==> src/hw/rtl/rvid_pkg.sv <==
// Opcodes, field constants and operation codes for the RV32I subset decoder.
package rvid_pkg;

    localparam logic [6:0] OPC_OP     = 7'h33;
    localparam logic [6:0] OPC_OPIMM  = 7'h13;
    localparam logic [6:0] OPC_LOAD   = 7'h03;
    localparam logic [6:0] OPC_STORE  = 7'h23;
    localparam logic [6:0] OPC_BRANCH = 7'h63;
    localparam logic [6:0] OPC_LUI    = 7'h37;
    localparam logic [6:0] OPC_JAL    = 7'h6F;
    localparam logic [6:0] OPC_JALR   = 7'h67;

    localparam logic [6:0]  F7_ALT     = 7'h20;
    localparam logic [31:0] SHAMT_MASK = 32'h0000_001F;
    localparam logic [31:0] UPPER_MASK = 32'hFFFF_F000;

    localparam logic [2:0] F3_ADD  = 3'd0;
    localparam logic [2:0] F3_SLL  = 3'd1;
    localparam logic [2:0] F3_WORD = 3'd2;
    localparam logic [2:0] F3_XOR  = 3'd4;
    localparam logic [2:0] F3_SRL  = 3'd5;
    localparam logic [2:0] F3_OR   = 3'd6;
    localparam logic [2:0] F3_AND  = 3'd7;
    localparam logic [2:0] F3_BEQ  = 3'd0;
    localparam logic [2:0] F3_BNE  = 3'd1;

    typedef enum logic [4:0] {
        OP_ADD     = 5'd0,
        OP_SUB     = 5'd1,
        OP_SLL     = 5'd2,
        OP_XOR     = 5'd3,
        OP_SRL     = 5'd4,
        OP_SRA     = 5'd5,
        OP_OR      = 5'd6,
        OP_AND     = 5'd7,
        OP_ADDI    = 5'd8,
        OP_SLLI    = 5'd9,
        OP_SRLI    = 5'd10,
        OP_SRAI    = 5'd11,
        OP_ORI     = 5'd12,
        OP_ANDI    = 5'd13,
        OP_LW      = 5'd14,
        OP_SW      = 5'd15,
        OP_BEQ     = 5'd16,
        OP_BNE     = 5'd17,
        OP_LUI     = 5'd18,
        OP_JAL     = 5'd19,
        OP_JALR    = 5'd20,
        OP_UNSUP   = 5'd21,
        OP_UNKNOWN = 5'd22
    } op_t;

endpackage

==> src/hw/rtl/rv32i_instruction_decoder.sv <==
// RV32I subset instruction decoder: input register, decode logic, result register.
// An accepted word is registered in word_reg, decoded, and the result is registered together with done_reg.
// Throughput: one instruction per cycle; busy is always low, the decode path is one stage.
// The receiver cannot stall: each result shows for exactly one cycle with done high.
// Reset (rst_n low, asynchronous) clears the stage valid flags; an instruction in flight then gives no done.
module rv32i_instruction_decoder
(
    input  logic               clk,
    input  logic               rst_n,
    input  logic               start,
    output logic               busy,
    input  logic [31:0]        instr_word,
    output logic               done,
    output logic [4:0]         operation,
    output logic [4:0]         dest_reg,
    output logic [4:0]         src1_reg,
    output logic [4:0]         src2_reg,
    output logic signed [31:0] immediate
);

    logic        in_valid_reg;
    logic [31:0] word_reg;
    logic        done_reg;
    logic [4:0]  op_reg;
    logic [4:0]  rd_reg;
    logic [4:0]  rs1_reg;
    logic [4:0]  rs2_reg;
    logic [31:0] imm_reg;

    logic [6:0]  opc;
    logic [2:0]  f3;
    logic        alt;
    logic [31:0] imm_i;
    logic [31:0] imm_s;
    logic [31:0] imm_b;
    logic [31:0] imm_u;
    logic [31:0] imm_j;
    logic [31:0] imm_sh;
    rvid_pkg::op_t op_next;
    logic [31:0] imm_next;

    assign busy = 1'b0;

    assign opc   = word_reg[6:0];
    assign f3    = word_reg[14:12];
    assign alt   = (word_reg[31:25] == rvid_pkg::F7_ALT);
    assign imm_i = {{20{word_reg[31]}}, word_reg[31:20]};
    assign imm_s = {{20{word_reg[31]}}, word_reg[31:25], word_reg[11:7]};
    assign imm_b = {{19{word_reg[31]}}, word_reg[31], word_reg[7], word_reg[30:25],
                    word_reg[11:8], 1'b0};
    assign imm_u = word_reg & rvid_pkg::UPPER_MASK;
    assign imm_j = {{11{word_reg[31]}}, word_reg[31], word_reg[19:12], word_reg[20],
                    word_reg[30:21], 1'b0};
    assign imm_sh = imm_i & rvid_pkg::SHAMT_MASK;

    always_comb
    begin
        op_next  = rvid_pkg::OP_UNSUP;
        imm_next = 32'd0;
        unique case (opc)
            rvid_pkg::OPC_OP:
            begin
                unique case (f3)
                    rvid_pkg::F3_ADD: op_next = alt ? rvid_pkg::OP_SUB : rvid_pkg::OP_ADD;
                    rvid_pkg::F3_SLL: op_next = rvid_pkg::OP_SLL;
                    rvid_pkg::F3_XOR: op_next = rvid_pkg::OP_XOR;
                    rvid_pkg::F3_SRL: op_next = alt ? rvid_pkg::OP_SRA : rvid_pkg::OP_SRL;
                    rvid_pkg::F3_OR:  op_next = rvid_pkg::OP_OR;
                    rvid_pkg::F3_AND: op_next = rvid_pkg::OP_AND;
                    default:          op_next = rvid_pkg::OP_UNSUP;
                endcase
            end
            rvid_pkg::OPC_OPIMM:
            begin
                unique case (f3)
                    rvid_pkg::F3_ADD:
                    begin
                        op_next  = rvid_pkg::OP_ADDI;
                        imm_next = imm_i;
                    end
                    rvid_pkg::F3_SLL:
                    begin
                        op_next  = rvid_pkg::OP_SLLI;
                        imm_next = imm_sh;
                    end
                    rvid_pkg::F3_SRL:
                    begin
                        op_next  = alt ? rvid_pkg::OP_SRAI : rvid_pkg::OP_SRLI;
                        imm_next = imm_sh;
                    end
                    rvid_pkg::F3_OR:
                    begin
                        op_next  = rvid_pkg::OP_ORI;
                        imm_next = imm_i;
                    end
                    rvid_pkg::F3_AND:
                    begin
                        op_next  = rvid_pkg::OP_ANDI;
                        imm_next = imm_i;
                    end
                    default:
                    begin
                        op_next  = rvid_pkg::OP_UNSUP;
                        imm_next = 32'd0;
                    end
                endcase
            end
            rvid_pkg::OPC_LOAD:
            begin
                if (f3 == rvid_pkg::F3_WORD)
                begin
                    op_next  = rvid_pkg::OP_LW;
                    imm_next = imm_i;
                end
            end
            rvid_pkg::OPC_STORE:
            begin
                if (f3 == rvid_pkg::F3_WORD)
                begin
                    op_next  = rvid_pkg::OP_SW;
                    imm_next = imm_s;
                end
            end
            rvid_pkg::OPC_BRANCH:
            begin
                if (f3 == rvid_pkg::F3_BEQ)
                begin
                    op_next  = rvid_pkg::OP_BEQ;
                    imm_next = imm_b;
                end
                else if (f3 == rvid_pkg::F3_BNE)
                begin
                    op_next  = rvid_pkg::OP_BNE;
                    imm_next = imm_b;
                end
            end
            rvid_pkg::OPC_LUI:
            begin
                op_next  = rvid_pkg::OP_LUI;
                imm_next = imm_u;
            end
            rvid_pkg::OPC_JAL:
            begin
                op_next  = rvid_pkg::OP_JAL;
                imm_next = imm_j;
            end
            rvid_pkg::OPC_JALR:
            begin
                op_next  = rvid_pkg::OP_JALR;
                imm_next = imm_i;
            end
            default:
            begin
                op_next  = rvid_pkg::OP_UNKNOWN;
                imm_next = 32'd0;
            end
        endcase
    end

    always_ff @(posedge clk or negedge rst_n)
    begin
        if (!rst_n)
        begin
            in_valid_reg <= 1'b0;
            done_reg     <= 1'b0;
        end
        else
        begin
            in_valid_reg <= start && !busy;
            done_reg     <= in_valid_reg;
        end
    end

    always_ff @(posedge clk)
    begin
        if (start && !busy)
        begin
            word_reg <= instr_word;
        end
        if (in_valid_reg)
        begin
            op_reg  <= op_next;
            rd_reg  <= word_reg[11:7];
            rs1_reg <= word_reg[19:15];
            rs2_reg <= word_reg[24:20];
            imm_reg <= imm_next;
        end
    end

    assign done      = done_reg;
    assign operation = op_reg;
    assign dest_reg  = rd_reg;
    assign src1_reg  = rs1_reg;
    assign src2_reg  = rs2_reg;
    assign immediate = imm_reg;

    a_accept_advances: assert property (@(posedge clk) disable iff (!rst_n)
        (start && !busy) |=> in_valid_reg)
        else $error("accepted beat did not reach the decode stage");

    a_decode_to_done: assert property (@(posedge clk) disable iff (!rst_n)
        in_valid_reg |=> done)
        else $error("decoded beat did not produce a done strobe");

    a_done_has_source: assert property (@(posedge clk) disable iff (!rst_n)
        done |-> $past(in_valid_reg))
        else $error("done strobe without a decoded beat");

    a_lui_low_zero: assert property (@(posedge clk) disable iff (!rst_n)
        (done && operation == rvid_pkg::OP_LUI) |-> (immediate[11:0] == 12'd0))
        else $error("lui immediate has nonzero low bits");

    a_shamt_range: assert property (@(posedge clk) disable iff (!rst_n)
        (done && (operation == rvid_pkg::OP_SLLI || operation == rvid_pkg::OP_SRLI ||
                  operation == rvid_pkg::OP_SRAI)) |-> (immediate[31:5] == 27'd0))
        else $error("shift amount exceeds five bits");

    a_no_imm_on_fault: assert property (@(posedge clk) disable iff (!rst_n)
        (done && (operation == rvid_pkg::OP_UNSUP || operation == rvid_pkg::OP_UNKNOWN))
        |-> (immediate == 32'sd0))
        else $error("immediate not cleared for unsupported or unknown instruction");

endmodule
==> config.mk <==
export PLATFORM = sky130hd
export DESIGN_NAME = rv32i_instruction_decoder
export DESIGN_NICKNAME = d
export VERILOG_FILES = /design/src/hw/rtl/rvid_pkg.sv /design/src/hw/rtl/rv32i_instruction_decoder.sv
export SDC_FILE = /design/constraint.sdc
export NUM_CORES = 1
export LEC_CHECK = 0
export BUFFER_PORTS_ARGS = -buffer_cell sky130_fd_sc_hd__buf_2
export CAP_MARGIN = 15
export CORE_MARGIN = 2
export CORE_UTILIZATION = 35
export DETAILED_ROUTE_END_ITERATION = 16
export PLACE_DENSITY_LB_ADDON = 0.12
export SYNTH_ARGS = -nofsm -noshare
export SYNTH_HDL_FRONTEND = slang
export SYNTH_SLANG_ARGS = --single-unit
==> constraint.sdc <==
create_clock -name clk -period 4.8 [get_ports clk]
set_input_delay 0.48 -clock clk [delete_from_list [all_inputs] [get_ports clk]]
set_output_delay 0.48 -clock clk [all_outputs]
set_load 0.01 [all_outputs]
==> results of run 1 <==
[cells by family after synthesis]
group | count (synthesis) | share of synthesized area, %
other | 1 | 0.108
DFF | 86 | 73.9
buffers and inverters | 16 | 2.55
AOI/OAI and AO/OA | 61 | 12.5
and+or+nand+nor | 67 | 11.0
[repair_timing]
| item | CTS | global route |
|---|---|---|
| gates resized for setup | 0 | 0 |
| hold endpoints to repair | 2 | 0 |
| setup endpoints to repair | 0 | 0 |
| hold buffers | 1 | 0 |
| setup buffers | 0 | 0 |
[area by class of cell]
cell class | instances | area, µm²
Fill cell | 921 | 5480
Sequential cell | 86 | 2570
Inverter | 3 | 11.3
Tap cell | 133 | 166
Multi-Input combinational cell | 129 | 822
Clock inverter | 7 | 90.1
Clock buffer | 9 | 124
Timing Repair Buffer | 90 | 460
[power breakdown]
part | switching, µW | internal [µW] | leakage, µW
clock network | 291 | 252 | 0.000101
registers | 40.1 | 884 | 0.000835
logic | 65.7 | 49.0 | 0.000809
total | 397 | 1180 | 0.00175
[routing by layer]
metal / track usage, % / vias to the layer above / share of wire (%)
met1: 19.2 / 1038 / 48
met2: 19.4 / 77 / 45
met3: 4.28 / 5 / 5.6
met4: 4.25 / 0 / 0.93
met5: 0 / - / 0
li1: - / 1060 / -
[worst max-delay path: stages (launching register included)]
cell,delay [ns]
edfxtp_1,0.55
nand4bb_1,0.57
nor3_2,0.33
nand2_1,0.14
a31oi_1,0.83
a21o_1,0.15
[metrics by stage]
step / hold slack (ns) / power [µW] / instances / cell area (µm²)
2_1_floorplan: 0.184 / 993 / 231 / 3480
3_3_place_gp: 0.265 / 1060 / 440 / 4020
3_5_place_dp: 0.268 / 1060 / 440 / 4020
4_1_cts: 0.267 / 1600 / 457 / 4250
5_1_grt: 0.254 / 1650 / 457 / 4250
6_report: 0.285 / 1580 / 457 / 4250
[placed cells by master, fill, tap and decap left out, drive strengths merged, types with 2 or more instances in the layout]
| master | instances |
|---|---|
| a21o | 20 |
| a21oi | 9 |
| a22o | 5 |
| a22oi | 2 |
| a31oi | 2 |
| and2 | 8 |
| buf | 89 |
| clkbuf | 9 |
| clkinvlp | 2 |
| dfrtp | 2 |
| edfxtp | 84 |
| inv | 6 |
| nand2 | 10 |
| nand2b | 3 |
| nand3 | 7 |
| nand3b | 4 |
| nor2 | 16 |
| nor2b | 3 |
| nor3 | 8 |
| o2111ai | 2 |
| o21ai | 12 |
[worst max-delay path by stage]
| stage | start | to | slack [ns] | cells after the start |
|---|---|---|---|---|
| final | word_reg[3] | immediate[28] | 2.09 | 5 |
| after global routing | word_reg[3] | immediate[28] | 1.86 | 5 |
| after CTS | word_reg[3] | immediate[28] | 2.13 | 5 |
| after detailed placement | word_reg[3] | immediate[28] | 2.15 | 5 |
| after global placement | word_reg[3] | immediate[25] | 2.18 | 5 |
| after floorplan | word_reg[2] | operation[1] | 3.02 | 7 |
[synth_stat cells (2+ instances only)]
master and instances:
a21o_1 20, a21oi_1 8, a22o_1 5, a22oi_1 2
a31oi_1 2, and2_1 8, buf_2 2, buf_4 5
clkbuf_1 5, dfrtp_1 2, edfxtp_1 84, inv_1 3
nand2_1 10, nand2b_1 3, nand3_1 7, nand3b_1 4
nor2_1 15, nor2b_1 3, nor3_1 5, nor3_2 2
o2111ai_1 2, o21ai_0 10, o21ai_1 2
==> metrics.txt, run 1 <==
EDFF count, synth=84; hold endpoint=word_reg[23]; pin count of the biggest net entering global routing=52; status=completed; Final Util=43.7%; clk slew on worst S/H paths=0.10 ns; initial antenna violation count=0; number of routed nets with antenna violations=0; Yosys top cell by area=edfxtp_1; GRT overflow=0; Hold Vio Cnt, Final=0; Synth cell types=45; Worst EP arrival=slightly below 3 ns; Seq/Total Area, Yosys=about 74%; I/O pin count=89; fin crit share=a little under three fifths; flops & latches, synth=between 80 and 90; final wirelength=roughly 7100 µm; Hold Path Origin=instr_word[23]; WL/cell=15.5 µm; Core ar.=9730 µm²; Std-Cell Rows=36; Starting Density=roughly 36%; FF-to-FF End=immediate[28]; All-Layer GR Usage=a little over an eighth; CTS buffer count=9; Initial DRC Count=176; Synth Flop Type=edfxtp_1; Least-Margin Pin Slew=1.07 ns; worst r2r src=word_reg[3]; Slew Viols, Final=0; clk_lat worst skew=0.36 ns; drt first pass iters=4; setup TNS=0 ns; Layout Nets=354; Max VDD drop=between 0.15 and 0.2 mV; Final min period=2.71 ns; FF-to-FF path depth=5; pre-CTS setup slack=2.15 ns; first-pass GRT wire length=11100 µm; mapped cell area=3480 µm²; r2r setup slk=2.09 ns; clock skew=between 0.015 and 0.02 ns; Die Span X=104 µm; Gate Count Post-Synth=around 230; clk buf depth=2; WS Path Type=register to register; final setup margin=2.09 ns; PortBufs=a little under 90; P&R area growth vs syn=21.9%; unrepaired setup endpoints after global routing=false; Max-Cap Viols=0; Area contributors post-synth=edfxtp_1 (72%), a21o_1 (4.3%), nor2_1 (1.6%), and2_1 (1.4%), dfrtp_1 (1.4%); HP Class=input pin to register; Max H-tree Level=3; mean post-synth cell area=15.1 µm²; CTS Sinks=86; root buffer cell=clkbuf_8; largest fanout on the critical path=12; CP required=around 5 ns; DR vias/cell=4.77; ys async rst share=between 2 and 2.5%; Crit. End Element=register; vias in the first global route=2078; Mapped Nets=266; CTS tree=yes; fraction of layout cells with a size suffix above 1=a little over a third; PD cells=372 nW/µm²; die height=104 µm; setup violators final=0; hold path depth=1; Max Clk Rate=0.369 GHz; die area=10800 µm²; routability cong.=approximately 0.84; Lkg Pwr=0.00175 µW; vias post-DR=between 2000 and 2500; # diodes=0; DR DRC count=0; Slew HR=approximately 28%; share of Yosys cell area claimed by the top area cell type=72.4%; HPWL after detailed placement=4660 µm; Synth warnings=0; nature of the critical path startpoint=register
(Power assumes the default switching activity.)
==> run 2, diff against run 1 <==
==> constraint.sdc (replaced) <==
create_clock -name clk -period 2.65 [get_ports clk]
set_input_delay 0.265 -clock clk [delete_from_list [all_inputs] [get_ports clk]]
set_output_delay 0.265 -clock clk [all_outputs]
set_load 0.01 [all_outputs]
==> metrics.txt, run 2 (synthesis gave the netlist of run 1 again) <==
status=completed (unchanged); fin crit share=79.7% (was 56.5%); initial antenna violation count=0 (unchanged); Final Cell Area=4270 µm² (was 4250 µm²); Power Total=2820 µW (was 1580 µW); die height=104 µm (unchanged); Slew HR=48.4% (was 28.3%); clock skew=0.0116 ns (was 0.0166 ns); CTS tree=yes (unchanged); final wirelength=7050 µm (was 7090 µm); crit path buf inv count=1 (was 0); number of routed nets with antenna violations=0 (unchanged); CTS Sinks=86 (unchanged); GRT overflow=0 (unchanged); I/O pin count=89 (unchanged); Max-Cap Viols=0 (unchanged); Final min period=2.11 ns (was 2.71 ns); Initial DRC Count=186 (was 176); root buffer cell=clkbuf_8 (unchanged); delay-heaviest family, CP=compound AO/OA/AOI/OAI gates (was simple AND/OR/NAND/NOR gates); die area=10800 µm² (unchanged); crit path cell chain=nand4bb_1 > buf_4 > nor3_4 > nand2_1 > o21ai_1 > a22o_1 (was nand4bb_1 > nor3_2 > nand2_1 > a31oi_1 > a21o_1); pin count of the biggest net entering global routing=53 (was 52); hold_buf cts=1 (unchanged); unrepaired setup endpoints after global routing=false (unchanged); WS Path Type=register to register (unchanged); Layout Nets=359 (was 354); Starting Density=35.8% (unchanged); WL/cell=15.3 µm (was 15.5 µm); DR vias/cell=4.74 (was 4.77); # fillers=936 (was 921); CTS buffer count=9 (unchanged); drt first pass iters=4 (unchanged); Core ar.=9730 µm² (unchanged); fraction of layout cells with a size suffix above 1=35.3% (was 34.9%); most frequent cells in the layout=buf_2 (87), edfxtp_1 (84), a21o_1 (20) (unchanged); HP Class=input pin to register (unchanged); Post-CTS Setup Repair Bufs=0 (unchanged); clk buf depth=2 (unchanged); commonest non-fill, non-tap cell in the layout=buf_2 (unchanged); Die Span X=104 µm (unchanged); largest fanout on the critical path=10 (was 12); nature of the critical path startpoint=register (unchanged); P&R area growth vs syn=22.6% (was 21.9%); CP required=2.87 ns (was 5.02 ns); setup violators final=0 (unchanged); placed cell areas=4060 µm² (was 4020 µm²); Critical Path Start=word_reg[2] (was word_reg[3]); CP max stage delay=0.53 ns (was 0.83 ns); vias post-DR=2192 (was 2180); Hold Path Origin=instr_word[24] (was instr_word[23]); Max H-tree Level=3 (unchanged); routability cong.=0.839 (was 0.835); CP max-delay cell=edfxtp_1 (was a31oi_1); Std-Cell Rows=36 (unchanged); Crit. End Element=register (unchanged); worst r2r src=word_reg[2] (was word_reg[3]); setup TNS=0 ns (unchanged); Hold Vio Cnt, Final=0 (unchanged); PortBufs=87 (unchanged); Worst EP arrival=2.33 ns (was 2.93 ns); HPWL after detailed placement=4680 µm (was 4660 µm); Max Clk Rate=0.473 GHz (was 0.369 GHz); Least-Margin Pin Slew=0.773 ns (was 1.07 ns); Slew Viols, Final=0 (unchanged); # diodes=0 (unchanged); CTS resizes=0 (unchanged); clk_lat worst skew=0.35 ns (was 0.36 ns); PD cells=660 nW/µm² (was 372 nW/µm²); Max VDD drop=0.296 mV (was 0.178 mV); All-Layer GR Usage=13.3% (was 13.4%); vias in the first global route=2077 (was 2078); clk slew on worst S/H paths=0.09 ns (was 0.10 ns); first-pass GRT wire length=10900 µm (was 11100 µm); DR DRC count=0 (unchanged); Lkg Pwr=0.00176 µW (was 0.00175 µW)
## run 2: path summary, 6_finish.rpt
| check | endpoint | slack, ns | cells past startpoint |
|---|---|---|---|
| max in group asynchronous | in_valid_reg | 2.33 | 2 |
| min in group asynchronous | in_valid_reg | 0.21 | 2 |
| hold reg to reg | done | 0.39 | 0 |
| hold / removal | word_reg[24] | 0.08 | 1 |
| setup reg to reg | immediate[4] | 0.54 | 6 |
| setup / recovery | immediate[4] | 0.54 | 6 |
## run 2: report_power, final
group	switching, µW	internal [µW]
registers	62.4	1600
clock network	489	445
logic	129	93.8
## run 2: metal layers
layer / track usage (%) / share of wire [%] / routed length [µm] / vias to the layer above
li1: - / - / - / 1075
met1: 18.5 / 48 / 3360 / 1035
met2: 20.1 / 46 / 3220 / 73
met3: 3.65 / 5.5 / 389 / 9
met4: 4.63 / 1.2 / 87 / 0
met5: 0 / 0 / 0 / -
## run 2: final cells by class
class,count,area (µm²),share of cell area (%)
Sequential cell,86,2570,60.3
Multi-Input combinational cell,129,822,19.3
Timing Repair Buffer,95,498,11.7
Tap cell,133,166,3.90
Clock buffer,10,128,2.99
Clock inverter,6,70.1,1.64
Inverter,3,11.3,0.264
## run 2: per-stage QoR
step | utilization (%) | std cells | setup slack [ns] | hold slack [ns]
4_1_cts | 43.9 | 462 | 0.529 | 0.0698
5_1_grt | 43.9 | 462 | 0.389 | 0.0597
6_report | 43.9 | 462 | 0.537 | 0.0817
2_1_floorplan | - | 231 | 0.872 | -0.0306
3_3_place_gp | 41.7 | 445 | 0.577 | 0.0502
3_5_place_dp | 41.7 | 445 | 0.552 | 0.0515
